**src/rtl/core/permutation_unrank_top_defines.svh**
```systemverilog
// ----------------------------------------------------------------------------
// Permutation unranking assertion macros
// Shared concurrent assertion forms, clocked on clk and held off in reset.
// ----------------------------------------------------------------------------
`ifndef PERMUTATION_UNRANK_TOP_DEFINES_SVH
`define PERMUTATION_UNRANK_TOP_DEFINES_SVH

// check a consequent in the same cycle as its antecedent
`define PU_ASSERT_SAME(label, ante, cons, msg) \
  label: assert property (@(posedge clk) disable iff (!rst_n) (ante) |-> (cons)) \
    else $error(msg);

// check a consequent in the cycle after its antecedent
`define PU_ASSERT_NEXT(label, ante, cons, msg) \
  label: assert property (@(posedge clk) disable iff (!rst_n) (ante) |=> (cons)) \
    else $error(msg);

`endif

```
**src/rtl/core/pu_pkg.sv**
```systemverilog
// ----------------------------------------------------------------------------
// Permutation unranking package
// Control bundle for the cell row and saturated factorial tables.
// ----------------------------------------------------------------------------
package pu_pkg;

  localparam int unsigned RANK_W = 16;
  localparam int unsigned ELEM_W = 3;
  localparam int unsigned LEN_W  = 4;
  localparam int unsigned MSAT_W = RANK_W + 1;

  // factorials, saturated at 2^16 (above any rank)
  localparam logic [MSAT_W-1:0] FACT_SAT [16] = '{
    17'd1, 17'd1, 17'd2, 17'd6, 17'd24, 17'd120, 17'd720, 17'd5040, 17'd40320,
    17'h10000, 17'h10000, 17'h10000, 17'h10000, 17'h10000, 17'h10000, 17'h10000
  };

  typedef struct packed {
    logic             load;
    logic             shift;
    logic [LEN_W-1:0] fidx;
  } pu_ctl_t;

  // k * n!, saturated at 2^16
  function automatic logic [MSAT_W-1:0] msat(input int unsigned k,
                                              input logic [LEN_W-1:0] n);
    logic [MSAT_W+LEN_W-1:0] p;
    p = (MSAT_W+LEN_W)'(k) * (MSAT_W+LEN_W)'(FACT_SAT[n]);
    return (p > (MSAT_W+LEN_W)'(17'h10000)) ? 17'h10000 : p[MSAT_W-1:0];
  endfunction

endpackage

```
**src/rtl/core/pu_cell.sv**
```systemverilog
// ----------------------------------------------------------------------------
// Permutation unranking cell
// Holds one entry of the unused-value list and one multiple of the current
// factorial; compares the running remainder and shifts from its right
// neighbour when an entry at or left of it is removed.
// ----------------------------------------------------------------------------
module pu_cell #(
  parameter int unsigned IDX = 0,
  parameter int unsigned VW  = 3
) (
  input  logic                          clk,
  input  pu_pkg::pu_ctl_t               ctl_i,
  input  logic [pu_pkg::RANK_W-1:0]     rem_i,
  input  logic                          ge_right_i,
  input  logic [VW-1:0]                 val_right_i,
  output logic                          ge_o,
  output logic                          take_o,
  output logic [VW-1:0]                 val_o,
  output logic [VW-1:0]                 pick_val_o,
  output logic [pu_pkg::RANK_W-1:0]     pick_rem_o
);
  import pu_pkg::*;

  logic [VW-1:0]     val_r, val_nxt;
  logic [MSAT_W-1:0] m_r, m_nxt;
  logic [MSAT_W-1:0] diff;

  always_comb begin
    val_nxt = val_r;
    m_nxt   = m_r;
    if (ctl_i.load) begin
      val_nxt = VW'(IDX);
      m_nxt   = msat(IDX, ctl_i.fidx);
    end else if (ctl_i.shift) begin
      if (!ge_right_i) begin
        val_nxt = val_right_i;
      end
      m_nxt = msat(IDX, ctl_i.fidx);
    end
  end

  always_ff @(posedge clk) begin
    val_r <= val_nxt;
    m_r   <= m_nxt;
  end

  assign diff       = {1'b0, rem_i} - m_r;
  assign ge_o       = !diff[MSAT_W-1];
  assign take_o     = ge_o && !ge_right_i;
  assign val_o      = val_r;
  assign pick_val_o = take_o ? val_r : '0;
  assign pick_rem_o = take_o ? diff[RANK_W-1:0] : '0;

endmodule

```
**src/rtl/core/permutation_unrank_top.sv**
```systemverilog
// ----------------------------------------------------------------------------
// Permutation unranking top level
// Turns a rank into the permutation of 0..L-1 with that lexicographic index,
// one element per beat, through a row of compare-and-shift cells.
// ----------------------------------------------------------------------------
// channel | ports                                        | handshake
// in      | in_rank                                      | in_valid / in_stall
// out     | out_element, out_last, out_out_of_range      | out_valid / out_stall
// cfg     | cfg_data (perm_length)                       | cfg_valid / cfg_ready
//
// A rank loads the cell row, then gives one element per cycle unless the output stalls,
// as the row picks, subtracts and shifts; an out-of-range rank ends on its first beat.
// Output stall holds the row; a new rank is taken only once the last
// element has been handed to the output register.
// Reset sets perm_length to 5; a length of 0 acts as 1, above MAX_LEN as MAX_LEN.
// ----------------------------------------------------------------------------
`include "permutation_unrank_top_defines.svh"

module permutation_unrank_top #(
  parameter int unsigned MAX_LEN = 8
) (
  input  logic                          clk,
  input  logic                          rst_n,
  input  logic                          in_valid,
  output logic                          in_stall,
  input  logic [pu_pkg::RANK_W-1:0]     in_rank,
  output logic                          out_valid,
  input  logic                          out_stall,
  output logic [pu_pkg::ELEM_W-1:0]     out_element,
  output logic                          out_last,
  output logic                          out_out_of_range,
  input  logic                          cfg_valid,
  output logic                          cfg_ready,
  input  logic [pu_pkg::LEN_W-1:0]      cfg_data
);
  import pu_pkg::*;

  localparam int unsigned VW = $clog2(MAX_LEN);
  localparam int unsigned CW = $clog2(MAX_LEN + 1);

  typedef enum logic [1:0] {
    ST_IDLE = 2'b01,
    ST_RUN  = 2'b10
  } state_t;

  state_t            state_r, state_nxt;
  logic [LEN_W-1:0]  perm_length_r, perm_length_nxt;
  logic [CW-1:0]     cnt_r, cnt_nxt;
  logic [RANK_W-1:0] rem_r, rem_nxt;
  logic              oor_r, oor_nxt;
  logic              out_valid_r, out_valid_nxt;
  logic [ELEM_W-1:0] out_element_r, out_element_nxt;
  logic              out_last_r, out_last_nxt;
  logic              out_oor_r, out_oor_nxt;

  logic [CW-1:0]     len_eff;
  logic              accept, adv, finish, oor_in;
  pu_ctl_t           ctl;

  logic              ge    [MAX_LEN+1];
  logic [VW-1:0]     val   [MAX_LEN+1];
  logic [MAX_LEN-1:0] take;
  logic [VW-1:0]     pick_val [MAX_LEN];
  logic [RANK_W-1:0] pick_rem [MAX_LEN];
  logic [VW-1:0]     sel_val;
  logic [RANK_W-1:0] sel_rem;

  assign len_eff = (perm_length_r == '0) ? CW'(1) :
                   (perm_length_r > LEN_W'(MAX_LEN)) ? CW'(MAX_LEN) : CW'(perm_length_r);
  assign oor_in  = {1'b0, in_rank} >= FACT_SAT[LEN_W'(len_eff)];

  assign accept  = in_valid && (state_r == ST_IDLE);
  assign adv     = (state_r == ST_RUN) && (!out_valid_r || !out_stall);
  assign finish  = oor_r || (cnt_r == CW'(1));

  assign ctl.load  = accept;
  assign ctl.shift = adv;
  assign ctl.fidx  = accept ? LEN_W'(len_eff) - LEN_W'(1) : LEN_W'(cnt_r) - LEN_W'(2);

  assign ge[MAX_LEN]  = 1'b0;
  assign val[MAX_LEN] = '0;

  for (genvar k = 0; k < MAX_LEN; k++) begin : g_cell
    pu_cell #(
      .IDX (k),
      .VW  (VW)
    ) u_cell (
      .clk         (clk),
      .ctl_i       (ctl),
      .rem_i       (rem_r),
      .ge_right_i  (ge[k+1]),
      .val_right_i (val[k+1]),
      .ge_o        (ge[k]),
      .take_o      (take[k]),
      .val_o       (val[k]),
      .pick_val_o  (pick_val[k]),
      .pick_rem_o  (pick_rem[k])
    );
  end

  always_comb begin
    sel_val = '0;
    sel_rem = '0;
    for (int k = 0; k < MAX_LEN; k++) begin
      sel_val = sel_val | pick_val[k];
      sel_rem = sel_rem | pick_rem[k];
    end
  end

  always_comb begin
    state_nxt       = state_r;
    perm_length_nxt = perm_length_r;
    cnt_nxt         = cnt_r;
    rem_nxt         = rem_r;
    oor_nxt         = oor_r;
    out_valid_nxt   = out_valid_r;
    out_element_nxt = out_element_r;
    out_last_nxt    = out_last_r;
    out_oor_nxt     = out_oor_r;

    if (cfg_valid) begin
      perm_length_nxt = cfg_data;
    end

    unique case (state_r)
      ST_IDLE: begin
        if (accept) begin
          state_nxt = ST_RUN;
          cnt_nxt   = len_eff;
          rem_nxt   = in_rank;
          oor_nxt   = oor_in;
        end
      end
      ST_RUN: begin
        if (adv) begin
          cnt_nxt = cnt_r - CW'(1);
          rem_nxt = sel_rem;
          if (finish) begin
            state_nxt = ST_IDLE;
          end
        end
      end
      default: state_nxt = ST_IDLE;
    endcase

    if (adv) begin
      out_valid_nxt   = 1'b1;
      out_element_nxt = oor_r ? '0 : ELEM_W'(sel_val);
      out_last_nxt    = finish;
      out_oor_nxt     = oor_r;
    end else if (!out_stall) begin
      out_valid_nxt = 1'b0;
    end
  end

  always_ff @(posedge clk) begin
    if (!rst_n) begin
      state_r       <= ST_IDLE;
      perm_length_r <= LEN_W'(5);
      out_valid_r   <= 1'b0;
    end else begin
      state_r       <= state_nxt;
      perm_length_r <= perm_length_nxt;
      out_valid_r   <= out_valid_nxt;
    end
  end

  always_ff @(posedge clk) begin
    cnt_r         <= cnt_nxt;
    rem_r         <= rem_nxt;
    oor_r         <= oor_nxt;
    out_element_r <= out_element_nxt;
    out_last_r    <= out_last_nxt;
    out_oor_r     <= out_oor_nxt;
  end

  assign in_stall         = (state_r != ST_IDLE);
  assign cfg_ready        = 1'b1;
  assign out_valid        = out_valid_r;
  assign out_element      = out_element_r;
  assign out_last         = out_last_r;
  assign out_out_of_range = out_oor_r;

  `PU_ASSERT_SAME(a_oor_is_last, out_valid_r && out_oor_r, out_last_r, "out-of-range beat not last")
  `PU_ASSERT_SAME(a_one_pick, (state_r == ST_RUN) && !oor_r, $onehot(take), "cell row picked other than one entry")
  `PU_ASSERT_SAME(a_cnt_live, (state_r == ST_RUN), cnt_r != '0, "element count exhausted while running")
  `PU_ASSERT_NEXT(a_done_idle, adv && finish, (state_r == ST_IDLE) && out_valid_r && out_last_r, "last beat did not end the rank")

endmodule
```
**config.mk**
```make
export PLATFORM = sky130hd
export DESIGN_NAME = permutation_unrank_top
export DESIGN_NICKNAME = d
export VERILOG_FILES = /design/src/rtl/core/pu_pkg.sv /design/src/rtl/core/pu_cell.sv /design/src/rtl/core/permutation_unrank_top.sv
export VERILOG_INCLUDE_DIRS = /design/src /design/src/rtl/core
export SDC_FILE = /design/constraint.sdc
export NUM_CORES = 1
export LEC_CHECK = 0
export ABC_AREA = 1
export BUFFER_PORTS_ARGS = -buffer_cell sky130_fd_sc_hd__buf_4
export CORE_MARGIN = 3
export CORE_UTILIZATION = 38
export CTS_BUF_LIST = sky130_fd_sc_hd__clkbuf_8
export CTS_CLUSTER_DIAMETER = 30
export CTS_CLUSTER_SIZE = 30
export DETAILED_ROUTE_END_ITERATION = 8
export SLEW_MARGIN = 15
export SYNTH_ARGS = -nofsm -noshare
export SYNTH_HDL_FRONTEND = slang
export SYNTH_SLANG_ARGS = --single-unit
```
**constraint.sdc**
```tcl
create_clock -name clk -period 6 [get_ports clk]
set_input_delay 1.2 -clock clk [delete_from_list [all_inputs] [get_ports clk]]
set_output_delay 1.2 -clock clk [all_outputs]
set_load 0.01 [all_outputs]
```
## Yosys cells after proc, flatten, opt, wreduce, memory -nomap -nowiden

Memory sizes are Yosys's and may differ from the RTL's.
Index checks and enable logic that the tools add are counted.

| word-level totals | value |
|---|---|
| bits in registers | 176 |
| memory bits (read-only) | 544 |
| input bits | 25 |
| output and inout port bits | 8 |
| memories kept | 2 |

Memory list:

| name | depth | bits a word | read ports | clocked after Yosys merged registers in | write ports | line | text |
|---|---|---|---|---|---|---|---|
| (name not given) | 16 | 17 | 1 | 0 | 0 | pu_pkg.sv:28 | `p = (MSAT_W+LEN_W)'(k) * (MSAT_W+LEN_W)'(FACT_SAT[n]);` |
| (name not given) | 16 | 17 | 1 | 0 | 0 | permutation_unrank_top.sv:70 | `assign oor_in = {1'b0, in_rank} >= FACT_SAT[LEN_W'(len_eff)];` |

| cells by class | value |
|---|---|
| add/sub/neg operators | 10 |
| multiply operators | 4 |
| order comparisons | 11 |
| equality and inequality tests | 8 |
| multiplexer cells | 56 |
| bitwise operators | 16 |
| reductions and logical operators | 31 |

Operators by type and width:

| kind | count |
|---|---|
| 2-to-1 mux 17 bit | 25 |
| 2-to-1 mux 16 bit | 10 |
| subtractor 16 x 17 -> 17 bit | 7 |
| OR 16 bit | 7 |
| > comparator 20 x 17 -> 1 bit (second input constant) | 3 |
| multiplier 3 x 17 -> 20 bit (first input constant) | 2 |
| > comparator 19 x 17 -> 1 bit (second input constant) | 2 |
| multiplier 2 x 17 -> 19 bit (first input constant) | 2 |
| one-hot mux 16 bit (2 select lines) | 1 |
| 2-to-1 mux 3 bit | 8 |
| OR 3 bit | 7 |
| 2-to-1 mux 4 bit | 5 |
| > comparator 18 x 17 -> 1 bit (second input constant) | 1 |
| >= comparator 16 x 17 -> 1 bit | 1 |
| > comparator 17 bit (second input constant) | 1 |
| AND reduction 2 bit | 8 |
| >= comparator 5 bit (second input constant) | 2 |
| inverter 4 -> 5 bit | 2 |
| logical AND 1 bit | 8 |
| logical NOT 1 bit | 8 |
| one-hot mux 4 bit (2 select lines) | 1 |
| subtractor 4 x 1 -> 4 bit (second input constant) | 2 |
| 2-to-1 mux 2 bit | 3 |
| inequality test 2 bit (second input constant) | 3 |
| other kinds (12) | 17 |

## Logic depth before layout (Yosys ltp)

| depth | value |
|---|---|
| word-level depth | 14 |
| gate-level depth with buffers | 32 |

## By module

Synthesis repeated with hierarchy kept, for this count alone.

| unflattened totals | value |
|---|---|
| cells, all modules | 2,593 |
| area total of the unflattened synthesis | 17,590.6 um^2 |

By module, submodules not included:

| module | instances | cells each | area an instance (um^2) | sequential area each (um^2) |
|---|---|---|---|---|
| pu_cell (g_cell[7].u_cell) | 1 | 425 | 2,887.8 | 570.5 |
| pu_cell (g_cell[5].u_cell) | 1 | 371 | 2,523.7 | 570.5 |
| pu_cell (g_cell[3].u_cell) | 1 | 374 | 2,364.8 | 540.5 |
| pu_cell (g_cell[6].u_cell) | 1 | 343 | 2,318.5 | 540.5 |
| permutation_unrank_top | 1 | 280 | 2,297.2 | 920.9 |
| pu_cell (g_cell[1].u_cell) | 1 | 253 | 1,680.4 | 420.4 |
| pu_cell (g_cell[2].u_cell) | 1 | 244 | 1,605.3 | 420.4 |
| pu_cell (g_cell[4].u_cell) | 1 | 239 | 1,601.5 | 420.4 |
| pu_cell (g_cell[0].u_cell) | 1 | 64 | 311.5 | 60.1 |

## Worst setup path before layout

OpenSTA, ideal clock, no wires.

| timing | value |
|---|---|
| kind | input to register |
| start point | input port in_valid |
| end point | register g_cell[7].u_cell.m_r[5], data pin |
| library setup time | 261 ps |
| arrival | 4,911 ps |
| slack | 828 ps |
| stages on the path | 26 |
| buffers on the path | 1 |
| cell sequence | nand3_4 > nand2_1 > o21ai_4 > inv_4 > nand2_1 > nor3_1 > inv_1 > fa_1 > inv_1 > ha_1 > inv_1 > fa_1 > inv_1 > nand3_1 > nand2_1 > nand2_1 > nand2_1 > nand2_1 > nand2_1 > xor2_1 > nor2_1 > nand4_1 > nor2_1 > nand3_2 > buf_6 > a21oi_1 |

| on the way | value |
|---|---|
| cells in the longest elaborated chain, start to end | 11 |

Ends and longest elaborated chain:

| what | line | text |
|---|---|---|
| start: declaration | permutation_unrank_top.sv:24 | `input logic in_valid,` |
| logical AND 1 bit * | permutation_unrank_top.sv:72 | `assign accept = in_valid && (state_r == ST_IDLE);` |
| 2-to-1 mux 4 bit | permutation_unrank_top.sv:78 | `assign ctl.fidx = accept ? LEN_W'(len_eff) - LEN_W'(1) : LEN_W'(cnt_r) - LEN_W'(2);` |
| inverter 4 -> 5 bit (implied by the code) | pu_pkg.sv:28 |  |
| memory read (16 x 17 bit) | - |  |
| 2-to-1 mux 17 bit (2 in series) | - |  |
| multiplier 3 x 17 -> 20 bit | pu_pkg.sv:28 |  |
| > comparator 20 x 17 -> 1 bit | pu_pkg.sv:29 | `return (p > (MSAT_W+LEN_W)'(17'h10000)) ? 17'h10000 : p[MSAT_W-1:0];` |
| 2-to-1 mux 17 bit | pu_pkg.sv:29 |  |
| 2-to-1 mux 17 bit | pu_cell.sv:34 | `end else if (ctl_i.shift) begin` |
| 2-to-1 mux 17 bit * | pu_cell.sv:31 | `if (ctl_i.load) begin` |
| end signal: assignment | pu_cell.sv:44 | `m_r <= m_nxt;` |
| end: declaration | pu_cell.sv:25 | `logic [MSAT_W-1:0] m_r, m_nxt;` |

Mark *: on every way between the ends. The rest lies on a longest branch, timed or not. The select of a mux whose other input is x is not followed.
A chain may end at the register's enable or synchronous reset.

## Worst setup path in the final report

| timing | value |
|---|---|
| start point | register perm_length_r[3] |
| end point | register g_cell[7].u_cell.m_r[2], data pin |

| on the way | value |
|---|---|
| cells in the longest elaborated chain, start to end | 14 |

Ends and longest elaborated chain:

| what | line | text |
|---|---|---|
| start: declaration | permutation_unrank_top.sv:47 | `logic [LEN_W-1:0] perm_length_r, perm_length_nxt;` |
| start signal: assignment | permutation_unrank_top.sv:163 | `perm_length_r <= perm_length_nxt;` |
| > comparator 4 bit | permutation_unrank_top.sv:69 | `(perm_length_r > LEN_W'(MAX_LEN)) ? CW'(MAX_LEN) : CW'(perm_length_r);` |
| 2-to-1 mux 4 bit | permutation_unrank_top.sv:69 |  |
| 2-to-1 mux 4 bit * | permutation_unrank_top.sv:68 | `assign len_eff = (perm_length_r == '0) ? CW'(1) :` |
| subtractor 4 x 1 -> 4 bit * | permutation_unrank_top.sv:78 |  |
| 2-to-1 mux 4 bit * | permutation_unrank_top.sv:78 |  |
| inverter 4 -> 5 bit (implied by the code) * | pu_pkg.sv:28 |  |
| memory read (16 x 17 bit) * | - |  |
| 2-to-1 mux 17 bit * (2 in series) | - |  |
| multiplier 3 x 17 -> 20 bit * | pu_pkg.sv:28 |  |
| > comparator 20 x 17 -> 1 bit | pu_pkg.sv:29 |  |
| 2-to-1 mux 17 bit * | pu_pkg.sv:29 |  |
| 2-to-1 mux 17 bit | pu_cell.sv:34 |  |
| 2-to-1 mux 17 bit * | pu_cell.sv:31 |  |

Marked as above.

==> out/summary.txt <==
Status = completed
Hold Path Stages = 2
Reg clk slew, reported paths = 0.09 ns
Period utilization = 88.48%
FF-to-FF Start = perm_length_r[3]$_SDFFE_PN0P_
Worst path most repeated cell = nand2_1
RSZ-0062 raised after global routing = false
Post-CTS Resized = 0
GRT Total Usage = 24.44%
Core Area = 36700 sq um
Post-DP HPWL = 39380 um
Most common cell after layout, fill and taps aside = nand2_1
Die W = 199.2 um
Mapped cell area = 14180 sq um
Drt pass-1 iters = 8
Setup TNS = 0 ns
Headroom to the max-slew limit = 31.98%
Mapped Cells = 2066
TritonCTS clock tree = built
Reg-to-reg slack, setup = 0.69 ns
Critical Path RT = 6.32 ns
Setup violators final = 0
Initial antenna violation count = 0
Slew @ Worst Pin = 1.018 ns
Htree depth = 4
Yosys reg bits = 131
Die Span Y = 199.2 um
DP Worst Slack = 0.4248 ns
Post-CTS Hold Buffers = 0
Port Buffers = 31
Slowest cell on crit path = fa_1
Mapped Nets = 2280
YS warnings = 0
Setup WS post-layout = 0.6912 ns
Fin cells = 2591
Most frequent cells in the layout = 507 x nand2_1, 330 x inv_1, 232 x nor2_1
Diodes inserted = 0
Placed insts = 2559
ANT nets after route = 0
Startpoint types = flip-flop
Sequential area share after synthesis = 25.77%
Max Slew Vio Count = 0
Most used DFF post-synth = edfxtp_1
Max_cap viols = 0
Syn Area/Cell = 6.863 sq um
Total die area = 39670 sq um
Pwr dens = 283.6 nW/um^2
Hold path startpoint = g_cell[0].u_cell.val_o[2]$_SDFFE_PN0P_
CP Data Arrival Time = 5.62 ns
Ports = 33
Vias in the first global route = 12770
Leakage = 7.838 nW
Crit path kind = flip-flop to flip-flop
Util after Layout = 41.99%
Synth unique cells = 48
Post-synth EDFFs = 103
DRT Wirelength = 48590 um
# clock sinks = 131
Pin count of the biggest net entering global routing = 43
Hold path endpoint = g_cell[0].u_cell.val_o[2]$_SDFFE_PN0P_
Fmax = 0.1884 GHz
First DRT Iteration DRCs = 1355
Area Growth Syn to Fin = 8.692%
Nets@finish = 2324
First-pass GRT wire length = 73280 um
Grt total ovfl = 0
Total number of vias = 13670
Crit-path max FO = 14
Crit path largest cell delay = 0.44 ns
Clock Tree Root = clkbuf_8
Period minus WS final = 5.309 ns
Async S/R FF share, synth = 0%
Max Clock Skew = 0.02347 ns
HP Class = flip-flop to flip-flop
Vias per cell = 5.275
Final hold violation count = 0
Drt drc = 0
Num rows = 70
WL per Instance = 18.75 um
Gpl congestion = 0.9835
Initial Util = 38.64%
Share of cells above drive strength 1 = 6.171%
Inserted Clock Buffers = 17
Clk_lat worst skew = 0.48 ns
Bufs on Longest Clock Path = 2
Peak supply drop = 0.1588 mV
PnR Total Power = 4.371 mW
Worst Reg2Reg Path Length in Cells = 28
Post-CTS setup buffer count = 0
Nature of the critical path endpoint = flip-flop
Worst r2r dst = g_cell[7].u_cell.m_r[2]$_SDFFCE_PN0P_
stage by stage:
stage / hold WS [ns] / cell area (sq um)
after floorplan: 0.4401 / 14180
after global placement: 0.4556 / 15030
after detailed placement: 0.4524 / 15030
after CTS: 0.4654 / 15400
after global routing: 0.4896 / 15410
final: 0.4669 / 15410
power breakdown:
group | total (mW) | switching [mW] | leakage, nW | internal (mW)
clock network | 0.742 | 0.415 | 0.190 | 0.327
registers | 1.20 | 0.0827 | 1.23 | 1.12
logic | 2.43 | 1.61 | 6.41 | 0.812
cells in the mapped netlist (13+ instances only):
library cell    n  share of area (%)
nand2_1       508                 13
inv_1         330                8.7
nor2_1        233                6.2
nand3_1       174                6.1
ha_1          171                 15
a21oi_1       148                5.2
edfxtp_1      103                 22
o21ai_0        60                2.1
xor2_1         46                2.8
nand4_1        44                1.9
xnor2_1        31                1.9
dfxtp_1        28                4.0
nor3_1         23               0.81
fa_1           18                2.5
or2_2          16               0.71
nand3b_1       14               0.74
clkbuf_1       13               0.34
logic make-up after synthesis:
kind of cell               share of synthesized area [%]
buffers and inverters                              9.919
adders and majority gates                          17.63
other                                            0.05297
DFF                                                25.77
AOI/OAI and AO/OA                                  10.10
xor gates and xnor gates                           4.756
and+or+nand+nor                                    31.77
metal layers:
layer	global-route usage, %	vias up	part of all wire (%)
met5	0	-	0
met4	7.574	0	3.2
met3	4.350	90	7.1
met2	37.93	481	43
met1	34.70	6242	46
li1	-	6855	-
critical path, delay by kind of cell, from the launching register on:
family	cells	cell delay, ns
buffers and inverters	4	0.56
adder cells (fa/ha/maj)	5	1.61
flip-flops	1	0.37
AO/OA/AOI/OAI	3	0.52
AND/OR/NAND/NOR	16	2.10
state kept, by name, summed over array words and instances (netlist names):
signal               cells
g_cell.u_cell.m_r       77
g_cell.u_cell.val_o     21
rem_r                   16
cnt_r                    4
perm_length_r            4
out_element              3
state_r                  2
oor_r                    1
out_last                 1
out_out_of_range         1
out_valid                1
final cells by class:
class	instances	area, sq um
Inverter	336	1266
Clock inverter	12	96.34
Timing Repair Buffer	53	397.9
Fill cell	3861	21290
Sequential cell	131	3654
Tap cell	468	585.6
Clock buffer	20	275.3
Multi-Input combinational cell	1571	9136
worst max-delay path by stage:
stage / start / endpoint / slack [ns] / depth (start not counted)
4_1_cts: perm_length_r[3]$_SDFFE_PN0P_ / g_cell[7].u_cell.m_r[2]$_SDFFCE_PN0P_ / 0.61 / 28
2_1_floorplan: in_valid / g_cell[7].u_cell.m_r[5]$_SDFFCE_PN0P_ / 0.83 / 26
5_1_grt: perm_length_r[3]$_SDFFE_PN0P_ / g_cell[7].u_cell.m_r[10]$_SDFFCE_PN0P_ / 0.09 / 28
6_report: perm_length_r[3]$_SDFFE_PN0P_ / g_cell[7].u_cell.m_r[2]$_SDFFCE_PN0P_ / 0.69 / 28
3_5_place_dp: in_valid / g_cell[7].u_cell.m_r[2]$_SDFFCE_PN0P_ / 0.42 / 24
3_3_place_gp: in_valid / g_cell[7].u_cell.m_r[10]$_SDFFCE_PN0P_ / 0.57 / 24
Note: power is estimated with default switching activity, not from simulation.
